### config.mk
export PLATFORM = sky130hd
export DESIGN_NAME = bptc_div
export DESIGN_NICKNAME = d
export VERILOG_FILES = /design/src/rtl/core/bptc_pkg.sv /design/src/rtl/core/bptc_div.sv
export SDC_FILE = /design/constraint.sdc
export NUM_CORES = 2
export LEC_CHECK = 0
export BUFFER_PORTS_ARGS = -buffer_cell sky130_fd_sc_hd__buf_2
export CAP_MARGIN = 20
export CORE_MARGIN = 2
export CORE_UTILIZATION = 64
export CTS_BUF_LIST = sky130_fd_sc_hd__clkbuf_4 sky130_fd_sc_hd__clkbuf_8 sky130_fd_sc_hd__clkbuf_16
export CTS_CLUSTER_SIZE = 25
export DETAILED_ROUTE_END_ITERATION = 10
export PLACE_DENSITY = 0.91
export SYNTH_ARGS = -nofsm -noshare
export SYNTH_HDL_FRONTEND = slang
export SYNTH_SLANG_ARGS = --single-unit
### constraint.sdc
create_clock -name clk -period 4.8 [get_ports clk]
set_input_delay 0.24 -clock clk [delete_from_list [all_inputs] [get_ports clk]]
set_output_delay 0.24 -clock clk [all_outputs]
set_load 0.01 [all_outputs]
### src/rtl/core/bptc_pkg.sv
// ----------------------------------------------------------------------------
// bptc_pkg
// Shared types and constants of the barometer compensation pipeline.
// ----------------------------------------------------------------------------
`default_nettype none

package bptc_pkg;

	localparam int unsigned DivW   = 32;
	localparam int unsigned CfgIdxW = 8;
	localparam int unsigned CfgW   = 32;

	// configuration register indexes
	typedef enum logic [CfgIdxW-1:0] {
		REG_AC1   = 8'd0,
		REG_AC2   = 8'd1,
		REG_AC3   = 8'd2,
		REG_AC4   = 8'd3,
		REG_AC5   = 8'd4,
		REG_AC6   = 8'd5,
		REG_B1_B2 = 8'd6,
		REG_MC_MD = 8'd7
	} reg_idx_t;

	// result status codes
	typedef enum logic [1:0] {
		ST_OK   = 2'd0,
		ST_DIV0 = 2'd1,
		ST_SAT  = 2'd2
	} status_t;

	// calibration reset values
	localparam logic [15:0] RstAc1  = 16'd408;
	localparam logic [15:0] RstAc2  = 16'hFFB8;
	localparam logic [15:0] RstAc3  = 16'hC7D1;
	localparam logic [15:0] RstAc4  = 16'd32741;
	localparam logic [15:0] RstAc5  = 16'd32757;
	localparam logic [15:0] RstAc6  = 16'd23153;
	localparam logic [31:0] RstB1B2 = 32'd405667844;
	localparam logic [31:0] RstMcMd = 32'd3724086068;

	// arithmetic constants
	localparam logic signed [31:0] B6Offset  = 32'sd4000;
	localparam logic [31:0]        PScale    = 32'd50000;
	localparam logic signed [31:0] CoefX1    = 32'sd3038;
	localparam logic signed [31:0] CoefX2    = -32'sd7357;
	localparam logic signed [31:0] CoefOff   = 32'sd3791;
	localparam logic signed [31:0] B4Offset  = 32'sd32768;
	localparam logic signed [31:0] TempMax   = 32'sd32767;
	localparam logic signed [31:0] TempMin   = -32'sd32768;
	localparam logic signed [31:0] PressMax  = 32'sd131071;

	typedef struct packed {
		logic [15:0] raw_temp;
		logic [15:0] raw_pressure;
	} in_item_t;

	typedef struct packed {
		logic signed [15:0] temp_tenths;
		logic [16:0]        pressure_pa;
		logic [1:0]         status;
	} out_item_t;

	// data riding along the temperature divider
	typedef struct packed {
		logic               err;
		logic               neg;
		logic signed [31:0] x1;
		logic [15:0]        up;
	} side_t_div_t;

	// data riding along the pressure divider
	typedef struct packed {
		logic               err;
		logic               post;
		logic signed [31:0] t;
	} side_p_div_t;

endpackage

`default_nettype wire

### src/rtl/core/bptc_div.sv
// ----------------------------------------------------------------------------
// bptc_div
// Pipelined unsigned restoring divider, one quotient bit per stage, with a
// sideband word that travels alongside each item.
// ----------------------------------------------------------------------------
`default_nettype none

module bptc_div #(
	parameter int unsigned W      = bptc_pkg::DivW,
	parameter int unsigned SIDE_W = 1
) (
	input  wire logic              clk,
	input  wire logic              arst_n,
	input  wire logic              en,
	input  wire logic              in_valid,
	input  wire logic [W-1:0]      dividend,
	input  wire logic [W-1:0]      divisor,
	input  wire logic [SIDE_W-1:0] side_in,
	output logic                   out_valid,
	output logic [W-1:0]           quotient,
	output logic [SIDE_W-1:0]      side_out
);

	logic              vld_s  [W];
	logic [W-1:0]      rem_s  [W];
	logic [W-1:0]      dq_s   [W];
	logic [W-1:0]      dvs_s  [W];
	logic [SIDE_W-1:0] side_s [W];

	for (genvar i = 0; i < W; i++) begin : g_stage
		logic              pv;
		logic [W-1:0]      prem;
		logic [W-1:0]      pdq;
		logic [W-1:0]      pdvs;
		logic [SIDE_W-1:0] pside;
		logic [W:0]        trial;
		logic [W:0]        diff;
		logic              ge;

		if (i == 0) begin : g_first
			assign pv    = in_valid;
			assign prem  = '0;
			assign pdq   = dividend;
			assign pdvs  = divisor;
			assign pside = side_in;
		end else begin : g_next
			assign pv    = vld_s[i-1];
			assign prem  = rem_s[i-1];
			assign pdq   = dq_s[i-1];
			assign pdvs  = dvs_s[i-1];
			assign pside = side_s[i-1];
		end

		// shift in next dividend bit, subtract if it fits
		always_comb begin
			trial = {prem, pdq[W-1]};
			diff  = trial - {1'b0, pdvs};
			ge    = ~diff[W];
		end

		always_ff @(posedge clk or negedge arst_n) begin
			if (!arst_n) begin
				vld_s[i] <= 1'b0;
			end else if (en) begin
				vld_s[i] <= pv;
			end
		end

		always_ff @(posedge clk) begin
			if (en) begin
				rem_s[i]  <= ge ? diff[W-1:0] : trial[W-1:0];
				dq_s[i]   <= {pdq[W-2:0], ge};
				dvs_s[i]  <= pdvs;
				side_s[i] <= pside;
			end
		end
	end

	assign out_valid = vld_s[W-1];
	assign quotient  = dq_s[W-1];
	assign side_out  = side_s[W-1];

endmodule

`default_nettype wire

# After elaboration in Yosys (flattened, before gate mapping)
# Memory sizes are Yosys's and may differ from the RTL's.
# Index checks and enable logic that the tools add are counted.
# op_classes
mul	0
n_eq_ne	0
div	0
muxes	34
bitwise	32
n_addsub	32
shifts	0
reduce_logical	0
order_cmp	0
# op_table
operator	count
32-bit 2-to-1 mux	32
33-bit by 32-bit subtractor with 33-bit output	31
1-bit by 32-bit subtractor with 33-bit output	1
1-bit NOT	32
1-bit 2-to-1 mux	2
# totals
register_bits	32
wordCells	134
latch_bits	0
rom_bits	0
in_bits	69
output_inout_bits	34
mem_count	4
mem_bits_rw	3104
# memory_table
memory	words	word_bits	read_ports	rd_ports_with_merged_regs	write_ports	line	rtl
dq_s	32	32	32	0	32	bptc_div.sv:26	logic [W-1:0] dq_s [W];
dvs_s	32	32	31	0	32	bptc_div.sv:27	logic [W-1:0] dvs_s [W];
rem_s	32	32	31	0	32	bptc_div.sv:25	logic [W-1:0] rem_s [W];
side_s	32	1	32	0	32	bptc_div.sv:28	logic [SIDE_W-1:0] side_s [W];

# Depth between registers and ports, before layout
# An unclocked memory read counts as a cell.
# logic_depth
word_depth	3
ltp_mapped	17
ltp_nobuf	14

# Worst setup path before layout
# No wires, ideal clock.
# synth_timing
path_type	register -> register
start	memory dvs_s[0][448] (netlist bit)
end	memory rem_s[3][122] (netlist bit), data pin
n_path_buf	3
t_required_ns	4.540
path_stages_with_launch	16
arrival_ns	3.419
setup_time_ns	0.260
setup_slack_ns	1.121
synth_period_minus_slack_ns	3.679
cell_sequence	edfxtp_1 ha_1 fa_1 nor2b_1 o21a_1 o21ai_1 a2111oi_0 or4_1 nand4_1 a2111o_1 o211a_1 buf_2 inv_1 buf_4 buf_4 mux2_2
# synth_lines
element	line
start: declaration	bptc_div.sv:27
end: declaration	bptc_div.sv:25

==> impl_metrics.py <==
metrics = {
    "outcome": {
        "status": "finished clean",
    },
    "clock_network": {
        "htreeDepth": 5,
        "root_buffer": "clkbuf_16",
        "post_cts_buffers": 0,
        "cts.clk_slew.worst_paths_ns": 0.07,
        "clock_path_buffers": 4,
        "cts.sinks": 3072,
        "numCtsBuffers": 332,
        "cts_tree": "done",
        "clkLatencyLatePin_ns": 0.99,
    },
    "worst_setup_path": {
        "crit_path_top_delay_cell": "edfxtp_1",
        "r2r_cells": 14,
        "worstPathRequired_ns": 5.50,
        "arrival_ns": 5.35,
        "critPathLaunchType": "flip-flop",
        "cp_common_cell": "buf_4",
        "path_max_fanout": 32,
        "cp_top_family": "compound AO/OA/AOI/OAI gates",
        "worstSetupEndpointType": "flip-flop",
        "cp.depth": 14,
        "crit_buf_inv": 2,
        "worstSetupPathType": "flip-flop to flip-flop",
        "worstPathCellList": "ha_1 > fa_1 > nor2b_1 > o21ai_0 > a21boi_1 > o31ai_1 > o311ai_2 > buf_4 > nand3_1 > nand4_1 > nand2_1 > o311ai_4 > buf_4 > mux2_2",
        "critPathMaxStageDelay_ns": 0.52,
    },
    "synth": {
        "seq_area_frac_synth_pct": 58.4,
        "synth.top_cells.by_area": "edfxtp_1 (58%), ha_1 (7.9%), mux2_2 (4.8%)",
        "synthesis.area_um2": 158000,
        "yosysTopAreaCell": "edfxtp_1",
        "yosys_most_used_dff": "edfxtp_1",
        "synth_cell_types": 96,
        "synth_edf_count": 3040,
        "synth_top_area_share_pct": 57.9,
        "async_flop_share_pct": 1.04,
        "yosysWarningCount": 0,
        "ys_ff_latch": 3072,
        "synthCells": 12600,
        "syn_avg_cell_area_um2": 12.5,
    },
    "timing": {
        "slew_headroom_pct": 27.0,
        "worstMarginPinSlew_ns": 1.08,
        "rsz0062_at_grt": "no",
        "slew_viol_final": 0,
        "hold_viol": 0,
        "fin_crit_sh_pct": 96.8,
        "setup_viol": 0,
        "fmax_ghz": 0.215,
        "fin_tns_setup_ns": 0,
        "fin_skew_ns": 0.0940,
        "period_needed_ns": 4.65,
    },
    "detailed_routing": {
        "dr_total_vias": 104000,
        "wl_per_cell_um": 21.9,
        "drcViolationCount": 0,
        "vias_per_cell": 6.31,
        "postRouteAntennaNets": 0,
        "wirelength_um": 361000,
        "first_pass_iters": 9,
        "drt_iter0_markers": 11600,
    },
    "cells_and_area": {
        "drive_gt1_share_pct": 11.5,
        "area_delta_synth_final_pct": 10.7,
        "nets": 14100,
        "n_fill_cell": 15400,
        "final_cell_mix": "edfxtp_1 (3040), inv_1 (1284), ha_1 (993)",
        "fin_util_pct": 71.1,
        "layout_commonest_cell": "edfxtp_1",
    },
    "global_routing": {
        "first_global_vias": 102000,
        "grt-ovfl-total": 0,
        "grt_pass1_wl_um": 564000,
        "grtUsageTotal_pct": 28.4,
        "grt_max_degree": 148,
        "antenna_found_initial": 4,
    },
    "placement": {
        "place_hpwl_um": 244000,
        "io_buffers": 102,
        "gp_congestion": 0.967,
    },
    "floorplan": {
        "initial_utilization_pct": 64.2,
        "die_area_um2": 250000,
        "core_area_um2": 245000,
        "ios": 103,
        "die_y_um": 500,
        "fp-row-count": 182,
        "fp.dieW_um": 500,
    },
    "run": {
        "drv_cap": 0,
    },
    "hold_path": {
        "holdCritPathClass": "primary input to flip-flop",
        "whs_path_depth": 2,
    },
    "power": {
        "leakagePower_uw": 0.0707,
        "peakVddDrop_mv": 0.521,
        "power.density_nw_per_um2": 723,
    },
}
[cell families (layout without fill, tap and decap cells)]
group | count (synthesis) | in the layout | synth area share, %
compound gates | 3025 | 3025 | 12.3
xor+xnor | 782 | 782 | 4.36
fa+ha+maj | 1023 | 1023 | 8.26
buf+inv | 1602 | 2224 | 3.99
flops | 3072 | 3072 | 58.4
mux | 754 | 754 | 5.33
other cells | 1 | 22 | 0.00238
simple gates | 2388 | 2388 | 7.31
[Yosys cell counts (24+ instances only)]
cell type  number
and4_1         35
or3_1          46
o21bai_1       92
edfxtp_1     3040
o31ai_1        80
nand4_1       116
nand3_1       212
clkbuf_1      184
a2111oi_0      25
a21o_1        471
a31oi_1       113
ha_1          993
buf_2          75
xnor2_1       506
or2_2          26
dfrtp_1        32
a21oi_1       868
o21ai_0       662
nor2_1        575
a211o_1        35
o31a_1         28
xor2_1        274
nor3_1        122
o21a_1        144
a21boi_0       46
mux2_2        676
buf_4          43
o211ai_1       59
mux2i_1        75
a211oi_1       92
inv_1        1284
nand2b_1      126
nand2_1       725
nor2b_1       154
fa_1           30
a31o_2         26
and3_1         92
and2_1         51
a41oi_1        24
[state kept, by name, summed over array words and instances (netlist names)]
name        count
out_valid       1
side_s         32
rem_s         992
dvs_s         992
g_stage.pv     31
dq_s         1024
[final timing paths]
kind | startpoint | to | slack [ns]
worst max-delay path | dvs_s[0][64] | rem_s[0][100] | 0.15
worst min-delay path | divisor[3] | dvs_s[0][3] | 0.03
worst max register to register | dvs_s[0][64] | rem_s[0][100] | 0.15
worst min register to register | dq_s[4][72] | dq_s[4][105] | 0.37
max in group asynchronous | arst_n | g_stage[10].pv | 4.27
min in group asynchronous | arst_n | g_stage[26].pv | 0.37
[where the power goes]
part,switching (uW),internal (uW)
clock network,10500,15000
registers,4810,39100
logic,31300,25600
[metal layers]
layer | track usage (%) | vias up | part of all wire [%]
li1 | - | 47600 | -
met1 | 35.5 | 49900 | 38
met2 | 47.7 | 5231 | 48
met3 | 4.25 | 1491 | 7.5
met4 | 15.4 | 4 | 6.3
met5 | 0 | - | 0.0069
[per-stage QoR]
step / total power (uW) / std cells / setup WS [ns] / cell area, um^2 / hold slack (ns)
after floorplan: 84200 / 12700 / 1.12 / 158000 / -0.0556
after global placement: 96300 / 15800 / 0.247 / 162000 / 0.306
after detailed placement: 98400 / 15800 / 0.223 / 162000 / 0.309
after CTS: 125000 / 16500 / 0.100 / 174000 / 0.00172
after global routing: 133000 / 16500 / 0.0682 / 175000 / 0.0145
final: 126000 / 16500 / 0.152 / 175000 / 0.0327
[timing repair]
action | in CTS | in global routing
resized for setup | 0 | 1
hold buffers | 129 | 0
hold endpoints to repair | 180 | 0
endpoints found under the setup margin | 0 | 13
[worst register-to-register path, cell delays in order (launching register included)]
cell and delay [ns]:
edfxtp_1 0.52, ha_1 0.29, fa_1 0.44, nor2b_1 0.19, o21ai_0 0.18, a21boi_1 0.41, o31ai_1 0.20, o311ai_2 0.25
buf_4 0.20, nand3_1 0.14, nand4_1 0.17, nand2_1 0.15, o311ai_4 0.34, buf_4 0.46, mux2_2 0.46
[layout make-up]
| cell class | instances | area (um^2) | share of cell area [%] |
|---|---|---|---|
| clock buffer | 385 | 8810 | 5.05 |
| antenna | 7 | 17.5 | 0.0100 |
| multi-input combinational | 7987 | 59500 | 34.1 |
| clock inverter | 186 | 1900 | 1.09 |
| tap | 3220 | 4030 | 2.31 |
| inverter | 1287 | 4830 | 2.77 |
| timing repair buffer | 366 | 3340 | 1.91 |
| sequential | 3072 | 92100 | 52.8 |
No activity file was read; power rests on OpenSTA's default activity.
